[src/hdl/dhtp_pkg.sv]
// shared types and constants for the decimal / hex token parser
package dhtp_pkg;

  // parse status codes
  localparam logic [1:0] ST_OK        = 2'd0;
  localparam logic [1:0] ST_NO_DIGITS = 2'd1;
  localparam logic [1:0] ST_OVERFLOW  = 2'd2;

  // digit count saturation point
  localparam logic [15:0] COUNT_MAX = 16'hFFFF;

  // character codes
  localparam logic [7:0] CH_0  = 8'h30;  // '0'
  localparam logic [7:0] CH_9  = 8'h39;  // '9'
  localparam logic [7:0] CH_LA = 8'h61;  // 'a'
  localparam logic [7:0] CH_LF = 8'h66;  // 'f'
  localparam logic [7:0] CH_UA = 8'h41;  // 'A'
  localparam logic [7:0] CH_UF = 8'h46;  // 'F'

  // value of the first letter digit
  localparam logic [7:0] HEX_TEN = 8'd10;

  // default depth of the queue between front and back
  localparam int QUEUE_DEPTH = 2;

  // input request
  typedef struct packed {
    logic [7:0] char_code;
    logic       token_start;
  } in_req_t;

  // result request
  typedef struct packed {
    logic [63:0] parsed_value;
    logic [1:0]  parse_status;
    logic [15:0] digits_consumed;
  } out_req_t;

  // classified character as it waits in the queue
  typedef struct packed {
    logic       start;
    logic       is_digit;
    logic [3:0] digit;
  } qent_t;

endpackage

[src/hdl/dhtp_front.sv]
// front end: character classification and the queue toward the back end
module dhtp_front #(
  parameter int DEPTH = dhtp_pkg::QUEUE_DEPTH
) (
  input  logic              clk,
  input  logic              rst_n,
  input  logic              hex_mode,
  input  logic              in_valid,
  output logic              in_ready,
  input  dhtp_pkg::in_req_t in_data,
  output logic              q_valid,
  input  logic              q_ready,
  output dhtp_pkg::qent_t   q_head
);

  localparam int PTR_W = (DEPTH > 1) ? $clog2(DEPTH) : 1;
  localparam int CNT_W = $clog2(DEPTH + 1);
  localparam logic [PTR_W-1:0] PTR_LAST = PTR_W'(DEPTH - 1);
  localparam logic [CNT_W-1:0] CNT_FULL = CNT_W'(DEPTH);

  dhtp_pkg::qent_t  mem_r [DEPTH];
  logic [PTR_W-1:0] wr_ptr_r, wr_ptr_nxt;
  logic [PTR_W-1:0] rd_ptr_r, rd_ptr_nxt;
  logic [CNT_W-1:0] cnt_r, cnt_nxt;
  dhtp_pkg::qent_t  cls;
  logic [7:0]       diff;
  logic             push, pop;

  // classify the incoming character in the current base
  always_comb begin
    cls.start    = in_data.token_start;
    cls.is_digit = 1'b0;
    diff         = 8'd0;
    if (in_data.char_code inside {[dhtp_pkg::CH_0:dhtp_pkg::CH_9]}) begin
      cls.is_digit = 1'b1;
      diff         = in_data.char_code - dhtp_pkg::CH_0;
    end else if (hex_mode &&
                 (in_data.char_code inside {[dhtp_pkg::CH_LA:dhtp_pkg::CH_LF]})) begin
      cls.is_digit = 1'b1;
      diff         = in_data.char_code - dhtp_pkg::CH_LA + dhtp_pkg::HEX_TEN;
    end else if (hex_mode &&
                 (in_data.char_code inside {[dhtp_pkg::CH_UA:dhtp_pkg::CH_UF]})) begin
      cls.is_digit = 1'b1;
      diff         = in_data.char_code - dhtp_pkg::CH_UA + dhtp_pkg::HEX_TEN;
    end
    cls.digit = diff[3:0];
  end

  // queue handshakes
  assign in_ready = (cnt_r != CNT_FULL);
  assign q_valid  = (cnt_r != '0);
  assign q_head   = mem_r[rd_ptr_r];
  assign push     = in_valid && in_ready;
  assign pop      = q_valid && q_ready;

  // pointer and fill count update
  always_comb begin
    wr_ptr_nxt = wr_ptr_r;
    rd_ptr_nxt = rd_ptr_r;
    cnt_nxt    = cnt_r;
    if (push) begin
      wr_ptr_nxt = (wr_ptr_r == PTR_LAST) ? '0 : wr_ptr_r + PTR_W'(1);
    end
    if (pop) begin
      rd_ptr_nxt = (rd_ptr_r == PTR_LAST) ? '0 : rd_ptr_r + PTR_W'(1);
    end
    if (push && !pop) begin
      cnt_nxt = cnt_r + CNT_W'(1);
    end else if (pop && !push) begin
      cnt_nxt = cnt_r - CNT_W'(1);
    end
  end

  // control registers
  always_ff @(posedge clk) begin
    if (!rst_n) begin
      wr_ptr_r <= '0;
      rd_ptr_r <= '0;
      cnt_r    <= '0;
    end else begin
      wr_ptr_r <= wr_ptr_nxt;
      rd_ptr_r <= rd_ptr_nxt;
      cnt_r    <= cnt_nxt;
    end
  end

  // queue storage
  always_ff @(posedge clk) begin
    if (push) begin
      mem_r[wr_ptr_r] <= cls;
    end
  end

  // fill count stays within the queue depth
  a_cnt_range: assert property (@(posedge clk) disable iff (!rst_n)
    cnt_r <= CNT_FULL)
    else $error("queue fill count beyond depth");

  // a push without a pop grows the queue by one
  a_cnt_grow: assert property (@(posedge clk) disable iff (!rst_n)
    (push && !pop) |=> (cnt_r == $past(cnt_r) + CNT_W'(1)))
    else $error("queue count did not follow push");

  // pointers stay together when the queue is empty
  a_ptr_empty: assert property (@(posedge clk) disable iff (!rst_n)
    (cnt_r == '0) |-> (wr_ptr_r == rd_ptr_r))
    else $error("queue pointers apart while empty");

endmodule

[src/hdl/dhtp_back.sv]
// back end: digit accumulation, token termination and the result register
module dhtp_back (
  input  logic               clk,
  input  logic               rst_n,
  input  logic               hex_mode,
  input  logic               q_valid,
  output logic               q_ready,
  input  dhtp_pkg::qent_t    q_head,
  output logic               out_valid,
  input  logic               out_ready,
  output dhtp_pkg::out_req_t out_data
);

  logic [63:0]        acc_r, acc_nxt;
  logic [15:0]        cnt_r, cnt_nxt;
  logic               active_r, active_nxt;
  logic               out_valid_r, out_valid_nxt;
  dhtp_pkg::out_req_t out_data_r, out_data_nxt;
  logic               pop;
  logic               active;
  logic [63:0]        acc_base;
  logic [15:0]        cnt_base;
  logic [67:0]        scaled;
  logic [67:0]        sum;
  logic               ovf;

  // the head is taken whenever the result register is free or draining
  assign q_ready = !out_valid_r || out_ready;
  assign pop     = q_valid && q_ready;

  // scale by the base and add the digit, with four guard bits
  always_comb begin
    acc_base = q_head.start ? 64'd0 : acc_r;
    cnt_base = q_head.start ? 16'd0 : cnt_r;
    active   = q_head.start || active_r;
    if (hex_mode) begin
      scaled = {acc_base, 4'b0000};
    end else begin
      scaled = {1'b0, acc_base, 3'b000} + {3'b000, acc_base, 1'b0};
    end
    sum = scaled + {64'd0, q_head.digit};
    ovf = |sum[67:64];
  end

  // token state and result selection
  always_comb begin
    acc_nxt       = acc_r;
    cnt_nxt       = cnt_r;
    active_nxt    = active_r;
    out_valid_nxt = out_valid_r && !out_ready;
    out_data_nxt  = out_data_r;
    if (pop) begin
      acc_nxt    = acc_base;
      cnt_nxt    = cnt_base;
      active_nxt = active;
      if (active) begin
        if (!q_head.is_digit) begin
          // terminator ends the token
          active_nxt    = 1'b0;
          out_valid_nxt = 1'b1;
          if (cnt_base == 16'd0) begin
            out_data_nxt.parsed_value    = 64'd0;
            out_data_nxt.parse_status    = dhtp_pkg::ST_NO_DIGITS;
            out_data_nxt.digits_consumed = 16'd0;
          end else begin
            out_data_nxt.parsed_value    = acc_base;
            out_data_nxt.parse_status    = dhtp_pkg::ST_OK;
            out_data_nxt.digits_consumed = cnt_base;
          end
        end else if (ovf) begin
          // digit would carry past 64 bits
          active_nxt                   = 1'b0;
          out_valid_nxt                = 1'b1;
          out_data_nxt.parsed_value    = 64'd0;
          out_data_nxt.parse_status    = dhtp_pkg::ST_OVERFLOW;
          out_data_nxt.digits_consumed = cnt_base;
        end else begin
          acc_nxt = sum[63:0];
          cnt_nxt = (cnt_base == dhtp_pkg::COUNT_MAX) ? cnt_base : cnt_base + 16'd1;
        end
      end
    end
  end

  // control registers
  always_ff @(posedge clk) begin
    if (!rst_n) begin
      active_r    <= 1'b0;
      out_valid_r <= 1'b0;
      acc_r       <= 64'd0;
      cnt_r       <= 16'd0;
    end else begin
      active_r    <= active_nxt;
      out_valid_r <= out_valid_nxt;
      acc_r       <= acc_nxt;
      cnt_r       <= cnt_nxt;
    end
  end

  // result payload
  always_ff @(posedge clk) begin
    out_data_r <= out_data_nxt;
  end

  assign out_valid = out_valid_r;
  assign out_data  = out_data_r;

  // an ok result always carries at least one digit
  a_ok_digits: assert property (@(posedge clk) disable iff (!rst_n)
    (out_valid_r && (out_data_r.parse_status == dhtp_pkg::ST_OK))
      |-> (out_data_r.digits_consumed != 16'd0))
    else $error("ok result without digits");

  // an empty token reports zero value and zero count
  a_empty_zero: assert property (@(posedge clk) disable iff (!rst_n)
    (out_valid_r && (out_data_r.parse_status == dhtp_pkg::ST_NO_DIGITS))
      |-> ((out_data_r.parsed_value == 64'd0) && (out_data_r.digits_consumed == 16'd0)))
    else $error("empty token result not zero");

  // an overflow result carries a zero value
  a_ovf_zero: assert property (@(posedge clk) disable iff (!rst_n)
    (out_valid_r && (out_data_r.parse_status == dhtp_pkg::ST_OVERFLOW))
      |-> (out_data_r.parsed_value == 64'd0))
    else $error("overflow result with nonzero value");

  // every result ends the token
  a_end_token: assert property (@(posedge clk) disable iff (!rst_n)
    ($rose(out_valid_r)) |-> !active_r)
    else $error("token still active after result");

endmodule

[src/hdl/decimal_hex_token_parser.sv]
// top level of the decimal / hex token parser
//
//  channel  | ports                              | moves
//  ---------+------------------------------------+---------------------------------
//  input    | in_valid, in_ready, in_data        | one character and start flag
//  result   | out_valid, out_ready, out_data     | value, status, digit count
//  config   | cfg_wr_en, cfg_wr_data             | hex_mode, no wait, no read-back
//
// one character per cycle sustained while results drain; the back end scales
// and adds one digit per cycle with a 68-bit add and carry check
// a token's ending request is queued first; its result is then registered
// reset (rst_n low, synchronous) empties the queue, drops any token and
// clears hex_mode to decimal
// a stalled result holds the back end; the queue keeps taking requests until full
module decimal_hex_token_parser #(
  parameter int QUEUE_DEPTH = dhtp_pkg::QUEUE_DEPTH
) (
  input  logic               clk,
  input  logic               rst_n,
  input  logic               in_valid,
  output logic               in_ready,
  input  dhtp_pkg::in_req_t  in_data,
  output logic               out_valid,
  input  logic               out_ready,
  output dhtp_pkg::out_req_t out_data,
  input  logic               cfg_wr_en,
  input  logic               cfg_wr_data
);

  logic            hex_mode_r, hex_mode_nxt;
  logic            q_valid, q_ready;
  dhtp_pkg::qent_t q_head;

  // mode register
  assign hex_mode_nxt = cfg_wr_en ? cfg_wr_data : hex_mode_r;

  always_ff @(posedge clk) begin
    if (!rst_n) begin
      hex_mode_r <= 1'b0;
    end else begin
      hex_mode_r <= hex_mode_nxt;
    end
  end

  // classification and queue
  dhtp_front #(
    .DEPTH (QUEUE_DEPTH)
  ) u_front (
    .clk      (clk),
    .rst_n    (rst_n),
    .hex_mode (hex_mode_r),
    .in_valid (in_valid),
    .in_ready (in_ready),
    .in_data  (in_data),
    .q_valid  (q_valid),
    .q_ready  (q_ready),
    .q_head   (q_head)
  );

  // accumulation and results
  dhtp_back u_back (
    .clk       (clk),
    .rst_n     (rst_n),
    .hex_mode  (hex_mode_r),
    .q_valid   (q_valid),
    .q_ready   (q_ready),
    .q_head    (q_head),
    .out_valid (out_valid),
    .out_ready (out_ready),
    .out_data  (out_data)
  );

endmodule
[config.mk]
export PLATFORM = sky130hd
export DESIGN_NAME = decimal_hex_token_parser
export DESIGN_NICKNAME = d
export VERILOG_FILES = /design/src/hdl/dhtp_pkg.sv /design/src/hdl/dhtp_front.sv /design/src/hdl/dhtp_back.sv /design/src/hdl/decimal_hex_token_parser.sv
export SDC_FILE = /design/constraint.sdc
export NUM_CORES = 1
export LEC_CHECK = 0
export ABC_AREA = 1
export CORE_UTILIZATION = 32
export CTS_BUF_LIST = sky130_fd_sc_hd__clkbuf_4
export DETAILED_ROUTE_END_ITERATION = 8
export DONT_BUFFER_PORTS = 1
export GPL_TIMING_DRIVEN = 0
export PLACE_DENSITY_LB_ADDON = 0.15
export SLEW_MARGIN = 20
export SYNTH_ARGS = -nofsm -noshare
export SYNTH_HDL_FRONTEND = slang
export SYNTH_SLANG_ARGS = --single-unit
[constraint.sdc]
create_clock -name clk -period 12.82 [get_ports clk]
set_clock_uncertainty 0.05 [all_clocks]
set_input_delay 0.641 -clock clk [delete_from_list [all_inputs] [get_ports clk]]
set_output_delay 0.641 -clock clk [all_outputs]
set_load 0.05 [all_outputs]
Yosys cells after proc, flatten, opt, wreduce, memory -nomap -nowiden
Memory sizes are Yosys's and may differ from the RTL's. A register that Yosys moved wholly into a read port is not among the register bits. Index checks and enable logic that the tools add are counted. Widths: inputs -> output; s select.

ROM bits: 0. Bits in writable memories: 12. Memories: 1. Word-level logic and storage cells: 88. Flip-flop bits (word level): 169. Bits in latches: 0.

Shifts and indexed selects: 0. Multiply operators: 0. Add/sub/neg operators: 12. Order comparisons: 6. Multiplexer cells: 34. Eq/ne operators: 3. Reductions and logical operators: 21. Bitwise operators: 0. Divide/modulo/power cells: 0.

Memories: u_front.mem_r (depth 2, width 6, read ports 1, clocked after memory_dff 1, wr ports 1, line dhtp_front.sv:21) `dhtp_pkg::qent_t mem_r [DEPTH];`.

Operator list (number): $mux 64 (4); $mux 82 (3); $mux 16 (5); $add 67x65->68 (1); $add 68x4->68 (1); $mux 68 (1); $add 16x1->16 const B (1); $eq 16x16->1 const B (1); $ge 8x7->1 const B (2); $le 8x7->1 const B (2); $logic_not 16->1 (1); $mux 1 (16); $mux 4 (3); $sub 4x1->4 const B (3); $logic_and 1x1->1 (10); $add 4x4->4 const B (2); $ge 8x6->1 const B (1); $le 8x6->1 const B (1); $logic_not 1->1 (4); $mux 2 (2); $ne 2x2->1 const B (2); $reduce_bool 2->1 (2); $reduce_or 4->1 (1); $reduce_and 3->1 (1); other kinds (4) (6).

Logic depth before layout (Yosys ltp)
Gate-level depths: netlist of run 1.

Depth in word-level cells: 9. Depth in mapped cells: 39. Depth with buffers taken out: 35.

Modules after synthesis
A second synthesis of run 1 with hierarchy kept.

Cells, all modules: 3190. Area, all modules: 17666.9 um2.

Modules (own cells, without submodules): dhtp_back (area an instance 16777.3 um2, sequential area each 4103.9 um2, times used 1, cells an instance 3099); dhtp_front (area an instance 848.3 um2, sequential area each 460.4 um2, times used 1, cells an instance 85); decimal_hex_token_parser (area an instance 41.3 um2, sequential area each 20.0 um2, times used 1, cells an instance 6).

Worst setup path before layout of run 1
Ideal clock, no wire load.

Path kind: register to register. Start: reg hex_mode_r. End: reg u_back.out_data_r (netlist bit u_back.out_data[0]), enable pin. Path slack: 6.751 ns. Buffers on the path: 4. Setup time: 0.437 ns. Arrival time: 5.582 ns. Stages on the path, launching flop included: 31. Period minus slack after synthesis: 6.069 ns. Path through: dfxtp_1 > clkinv_1 > clkbuf_1 > buf_1 > clkbuf_1 > clkbuf_1 > nand2_1 > a21oi_1 > ha_1 > nand3_1 > nand2_1 > nand2_1 > a21oi_1 > nand2_1 > nor2_1 > nand2_1 > nor2_2 > nand3_1 > nor2_2 > nand3_2 > nor2_4 > nand2_2 > nor2_2 > nand2_1 > nand2_1 > nand2_1 > nand2_1 > nor2_4 > nand2_2 > nand3_1 > inv_1.

Cells in the longest elaborated chain, start to end: 5.

RTL lines: from (decl) (line decimal_hex_token_parser.sv:30) `logic hex_mode_r, hex_mode_nxt;`; from (signal assigned) (line decimal_hex_token_parser.sv:41) `hex_mode_r <= hex_mode_nxt;`; $mux 68 (line dhtp_back.sv:36) `if (hex_mode) begin`; $add 68x4->68 (line dhtp_back.sv:41) `sum = scaled + {64'd0, q_head.digit};`; $reduce_or 4->1 (line dhtp_back.sv:42) `ovf = |sum[67:64];`; $ne 2x2->1 (no source line); $reduce_and 3->1 (no source line); to (signal assigned) (line dhtp_back.sv:102) `out_data_r <= out_data_nxt;`; to (decl) (line dhtp_back.sv:18) `dhtp_pkg::out_req_t out_data_r, out_data_nxt;`.

No other way between the ends. A chain may end at the register's enable or synchronous reset.

Worst setup path in the final report of run 1
Start: reg hex_mode_r. End: reg u_back.acc_r[29].

Cells in the longest elaborated chain, start to end: 6.

RTL lines: $mux 68 * (line dhtp_back.sv:36); $add 68x4->68 * (line dhtp_back.sv:41); $reduce_or 4->1 (line dhtp_back.sv:42); $mux 64 * (line dhtp_back.sv:70) `end else if (ovf) begin`; $mux 64 * (line dhtp_back.sv:57) `if (!q_head.is_digit) begin`; $mux 64 * (line dhtp_back.sv:56) `if (active) begin`; to (signal assigned) (line dhtp_back.sv:95) `acc_r <= acc_nxt;`; to (decl) (line dhtp_back.sv:14) `logic [63:0] acc_r, acc_nxt;`.

Mark *: on every way between the ends. The rest lies on a longest branch, timed or not.

==> qor.yml, run 1 <==
num_rows: 85
worstMarginPinSlew_ps: 972
hold_path_class: "in2reg"
wl_per_cell_microns: 22.4
final_nets: 3227
grt_max_degree: 58
gp_congestion: 0.984
hold_viol: 0
ys_seq_area_frac: 0.259
met3_usage: 0.0425
synth-edff-count: 94
syn_to_final_growth_pct: 7.06
pin_count: 99
numPortBuffers: 0
die_h_microns: 237
syn_area_per_cell_sq_um: 5.60
hold_slack_ps: 157
met2_usage: 0.491
synthArstFlopShare: 0
ys_seq_elements: 182
slowest_stage: "clkbuf_1"
maxSlewViolCount: 0
cap_violations: 0
num_vias: 20611
drt-initial-drc-count: 2130
hpwl_microns: 72100
drive_gt1_frac: 0.0478
dp_cells: 3860
rsz0062_at_grt: "false"
vias_per_cell: 5.29
cts_sinks: 182
slew_headroom: 0.352
yosys_warnings: 0
cts_made_buffers: 17
critical_path_required_ps: 13410
synthesis.area_sq_um: 17700
grt_pass1_wl_microns: 127000
cts_setup_buffers: 0
cp_max_fo: 10
grt_pass1_vias: 19109
crit_path_end_kind: "flip-flop"
power.density_nw_per_um2: 165
htreeDepth: 4
synth.distinct_cells: 45
dieArea_sq_um: 56300
drtAntennaViolNets: 0
n_fill_cell: 6280
die_w_microns: 237
path_class: "reg2reg"
setup_viol: 0
period_share: 0.609
cts_root_buf: "clkbuf_4"
placed_area_sq_um: 18600
use_met1: 0.429
critPathLaunchType: "flip-flop"
min_period_ps: 7810
setup_total_negative_slack_ps: 0
cts_buffer_depth: 2
ys.flop_type: "edfxtp_1"
antenna_found_initial: 2
status: "finished clean"
drc: 0
syn-num-nets: 3203
syn-instance-count: 3163
design_area_sq_um: 19000
p_leak_nw: 9.04
core-area_sq_um: 54200
cpPeakStageDelay_ps: 770
grt_usage: 0.309
first_pass_iters: 6
grt_overflow: 0
insertion_delay_ps: 780
start_util: 0.327
peakVddDrop_mv: 0.104
top_usage_layer: "met2"
fin_cells: 3898
routed_wl_microns: 87200
max_freq_ghz: 0.128
postLayoutCoreUtil: 0.350
tritoncts: "done"
clk_pin_slew_ps: 190
crit_top_cell: "nand2_1"
worstPathArrival_ps: 8400
[area by class of cell]
| type | count | area [sq um] | share of cell area |
|---|---|---|---|
| antenna | 2 | 5.00 | 0.000264 |
| buffer | 86 | 418 | 0.0220 |
| clock buffer | 17 | 128 | 0.00673 |
| clock inverter | 15 | 178 | 0.00936 |
| inverter | 458 | 1720 | 0.0907 |
| multi-input combinational | 2437 | 11000 | 0.580 |
| sequential | 182 | 4580 | 0.242 |
| tap | 696 | 871 | 0.0459 |
| timing repair buffer | 5 | 67.6 | 0.00356 |
[power by group]
| part | switching (mW) | internal [mW] | leakage (nW) | total, mW |
|---|---|---|---|---|
| Sequential | 0.391 | 0.798 | 1.61 | 1.19 |
| Combinational | 1.20 | 0.370 | 7.27 | 1.57 |
| Clock | 0.277 | 0.0931 | 0.163 | 0.370 |
[cell families after synthesis]
| kind of cell | synth area share |
|---|---|
| simple gates | 0.493 |
| buf+inv | 0.121 |
| compound gates | 0.0816 |
| flops | 0.259 |
| xor+xnor | 0.0277 |
| fa+ha+maj | 0.0181 |
[stage by stage]
stage / total power [mW] / setup WS [ps]
3_5_place_dp: 2.73 / 5290
4_1_cts: 3.11 / 5230
2_1_floorplan: 2.13 / 6750
3_3_place_gp: 2.73 / 3540
5_1_grt: 3.29 / 4620
6_report: 3.13 / 5010
[layer usage]
| metal | share of wire | wire, microns |
|---|---|---|
| met5 | 0 | 0 |
| met4 | 0.030 | 2610 |
| met3 | 0.068 | 5970 |
| met2 | 0.44 | 38800 |
| met1 | 0.46 | 39900 |
[cell usage in the layout (no fill, tap or decap), types with 5 or more instances in the layout]
cell type	count
xor2_1	47
nand2_1	1196
nor2_2	31
dfxtp_1	88
ha_1	24
nand4_1	62
edfxtp_1	94
buf_2	14
nor4_1	10
nand2_2	16
inv_2	18
clkinv_8	5
o21ai_0	58
o211ai_1	5
nand3_2	9
xnor2_1	9
nand3b_1	7
a21oi_1	168
o21ai_1	38
buf_6	5
nand3_1	299
nand3_4	5
nor2_4	7
inv_1	438
clkbuf_4	17
buf_4	6
nor3_1	28
nor2_1	393
buf_1	13
clkbuf_1	46
[worst paths after layout]
check | from | to | slack [ps] | cells after the start
setup / recovery | hex_mode_r | u_back.acc_r[29] | 5010 | 32
hold / removal | in_data[3] | u_front.mem_r[0][2] | 160 | 2
setup reg to reg | hex_mode_r | u_back.acc_r[29] | 5010 | 32
hold reg to reg | u_front.rd_ptr_r | u_front.rd_ptr_r | 420 | 1
[registers in the layout (all words and copies together) (netlist names), 2 cells and up, named ones only]
register,flops
u_back.acc_r,64
u_front.mem_r,12
u_back.cnt_r,16
u_back.out_data,82
u_front.cnt_r,2
[worst max-delay path: cells and delay by family (launching register included)]
kind / cells / cell delay (ps)
compound gates: 3 / 440
simple gates: 22 / 3140
fa+ha+maj: 1 / 210
buf+inv: 6 / 3370
flops: 1 / 390
[timing repair]
action | 4_1_cts | 5_1_grt
gates resized for setup | 0 | 0
hold endpoints to repair | 4 | 0
hold buffers | 4 | 0
[cell usage after synthesis, types with 2 or more instances]
| master | n | area [sq um] |
|---|---|---|
| or2_2 | 4 | 25.0 |
| buf_1 | 13 | 48.8 |
| a31oi_1 | 4 | 25.0 |
| buf_6 | 5 | 56.3 |
| nor4_1 | 10 | 62.6 |
| inv_1 | 439 | 1650 |
| nor3_1 | 28 | 140 |
| o211ai_1 | 5 | 37.5 |
| nand3_1 | 299 | 1500 |
| xor2_1 | 47 | 412 |
| nor2_4 | 7 | 78.8 |
| inv_2 | 18 | 67.6 |
| a21o_1 | 2 | 15.0 |
| clkbuf_1 | 46 | 173 |
| a21oi_1 | 168 | 841 |
| nor2_1 | 393 | 1480 |
| xnor2_1 | 9 | 78.8 |
| buf_4 | 6 | 45.0 |
| o21ai_1 | 38 | 190 |
| nand2_1 | 1196 | 4490 |
| nand3_2 | 9 | 90.1 |
| o21a_1 | 2 | 15.0 |
| edfxtp_1 | 94 | 2820 |
| buf_2 | 14 | 70.1 |
| dfxtp_1 | 88 | 1760 |
| nand3b_1 | 7 | 52.6 |
| nand3_4 | 5 | 87.6 |
| nand2_2 | 16 | 100 |
| nand4_1 | 62 | 388 |
| o21ai_0 | 58 | 290 |
| ha_1 | 24 | 300 |
| nor2_2 | 31 | 194 |
| and2_1 | 4 | 25.0 |
Power figures use the tool's default switching activity.
==> run 2, diff against run 1 <==
==> constraint.sdc (replaced) <==
create_clock -name clk -period 7 [get_ports clk]
set_clock_uncertainty 0.05 [all_clocks]
set_input_delay 0.35 -clock clk [delete_from_list [all_inputs] [get_ports clk]]
set_output_delay 0.35 -clock clk [all_outputs]
set_load 0.05 [all_outputs]
==> run 2 against run 1 <==
  * Die area did not move
  * Worst hold slack got worse by 71 ps
  * Core utilization rose by 0.26 points
  * Cell area grew 0.74%
  * Global-route usage barely moved
==> qor.yml, run 2 (synthesis results as in run 1) <==
maxSlewViolCount: 0  # unchanged
wl_per_cell_microns: 22.3  # -0.25%
cp_max_fo: 57  # +47
insertion_delay_ps: 780  # about the same
routed_wl_microns: 87200  # about the same
hpwl_microns: 72100  # unchanged
num_rows: 85  # unchanged
design_area_sq_um: 19100  # +0.74%
pwr-share-comb: 0.502  # about the same
swShare: 0.597  # about the same
fin_cells: 3907  # +0.23%
critical_path_required_ps: 7390  # -6020 ps
clk_pin_slew_ps: 180  # about the same
dp_cells: 3860  # unchanged
tritoncts: "done"
die_w_microns: 237  # unchanged
worstPathArrival_ps: 7020  # -1380 ps
cpPeakStageDelay_ps: 450  # -320 ps
cts_made_buffers: 17  # unchanged
slew_headroom: 0.330  # -0.0224
p_leak_nw: 9.10  # +0.73%
core-area_sq_um: 54200  # unchanged
grt_usage: 0.308  # about the same
grt_overflow: 0  # unchanged
grt_pass1_wl_microns: 127000  # about the same
slowest_stage: "a21oi_1"
period_share: 0.948  # +0.339
min_period_ps: 6640  # -1170 ps
largest_reg_flops: 82  # unchanged
drive_gt1_frac: 0.0505  # +0.00267
path_buf_inv: 8  # +2
drc: 0  # unchanged
start_util: 0.327  # unchanged
pin_count: 99  # unchanged
met3_usage: 0.0424  # -0.000116
clockPowerShare: 0.119  # about the same
first_pass_iters: 6  # unchanged
peakVddDrop_mv: 0.194  # +86%
p_int_mw: 2.32  # +84%
crit_path_end_kind: "flip-flop"
cts_buffer_depth: 2  # unchanged
cap_violations: 0  # unchanged
antenna_found_initial: 2  # unchanged
drt-initial-drc-count: 2132  # +0.094%
p_seq_frac: 0.379  # about the same
max_freq_ghz: 0.151  # +18%
cts_setup_buffers: 0  # unchanged
setup_viol: 0  # unchanged
crit_top_cell: "nand2_1"
status: "finished clean"
postLayoutCoreUtil: 0.352  # +0.00258
critPathLaunchType: "flip-flop"
final_cell_mix: "nand2_1, inv_1, nor2_1, nand3_1, a21oi_1"
drtAntennaViolNets: 0  # unchanged
crit_family: "simple AND/OR/NAND/NOR gates"
final_common_cell: "nand2_1"
die_h_microns: 237  # unchanged
power.density_nw_per_um2: 300  # +82%
cts_root_buf: "clkbuf_4"
met2_usage: 0.491  # +0.000533
dieArea_sq_um: 56300  # unchanged
placed_area_sq_um: 18600  # unchanged
gp_congestion: 0.984  # unchanged
top_usage_layer: "met2"
hold_path_class: "in2reg"
grt_pass1_vias: 19136  # +0.14%
vias_per_cell: 5.28  # about the same
p_switching_mw: 3.43  # +83%
htreeDepth: 4  # unchanged
num_vias: 20643  # +0.16%
syn_to_final_growth_pct: 7.85
grt_max_degree: 58  # unchanged
hold_viol: 0  # unchanged
worstMarginPinSlew_ps: 1010  # +33.6 ps
path_class: "reg2reg"
use_met1: 0.428  # -0.00144
final_nets: 3236  # +0.28%
numPortBuffers: 0  # unchanged
cts_sinks: 182  # unchanged
[run 2: cell types whose count changed in the layout (fill, tap and decap cells not counted), moves of 2 or more]
cell | before | now
dlygate4sd3_1 | 4 | 17
clkbuf_1 | 46 | 40
clkbuf_2 | 1 | 6
buf_1 | 13 | 9
nor2_1 | 393 | 391
nor2_2 | 31 | 33
[run 2: stage by stage]
| step | hold WS [ps] | power (mW) | TNS [ps] | setup slack (ps) |
|---|---|---|---|---|
| 5_1_grt | 73.5 | 6.04 | -328 | -31.4 |
| 3_5_place_dp | 395 | 5.01 | -47270 | -527 |
| 4_1_cts | 6.34 | 5.68 | 0 | 1.75 |
| 3_3_place_gp | 389 | 4.99 | -197090 | -2280 |
| 2_1_floorplan | 376 | 3.90 | 0 | 931 |
| 6_report | 86.4 | 5.74 | 0 | 363 |
[run 2: repair_timing]
item / 4_1_cts / 5_1_grt
hold buffers: 17 / 0
endpoints found under the setup margin: 160 / 152
hold endpoints to repair: 35 / 0
cloned: 0 / 0
gates resized for setup: 3 / 12
[run 2: tightest hold or removal path, delay by kind of cell]
family,cells,cell delay [ps]
compound gates,1,110
buf+inv,1,90
simple gates,3,240
[run 2: power groups by stage]
stage                     combinational [mW]  sequential, mW  clock [mW]
after CTS                               2.81            2.18       0.696
after floorplan                         1.77            2.13           0
final                                   2.88            2.18       0.681
after detailed placement                2.81            2.20           0
after global routing                    3.10            2.21       0.725
after global placement                  2.77            2.22           0
[run 2: path summary, 6_finish.rpt]
path	start	endpoint	slack, ps	cells after the start
setup / recovery	flip-flop	u_back.out_data[53]	360	32
hold / removal	in_data[6]	u_front.mem_r[1][3]	90	5
setup reg to reg	flip-flop	u_back.out_data[53]	360	32
hold reg to reg	u_front.rd_ptr_r	u_front.rd_ptr_r	420	1
[run 2: cell type report]
class / instances / area, sq um
fillers: 6271 / 35100
multi-input cells: 2437 / 11000
flip-flops and latches: 182 / 4580
inverters: 458 / 1730
well taps: 696 / 871
plain buffers: 82 / 417
repair buffers: 18 / 198
clock inverters: 15 / 178
clock buffers: 17 / 128
diodes: 2 / 5.00
[run 2: metal layers]
metal,up-vias,part of all wire
met5,-,0
li1,10046,-
met4,0,0.030
met1,9694,0.46
met2,806,0.45
met3,97,0.069
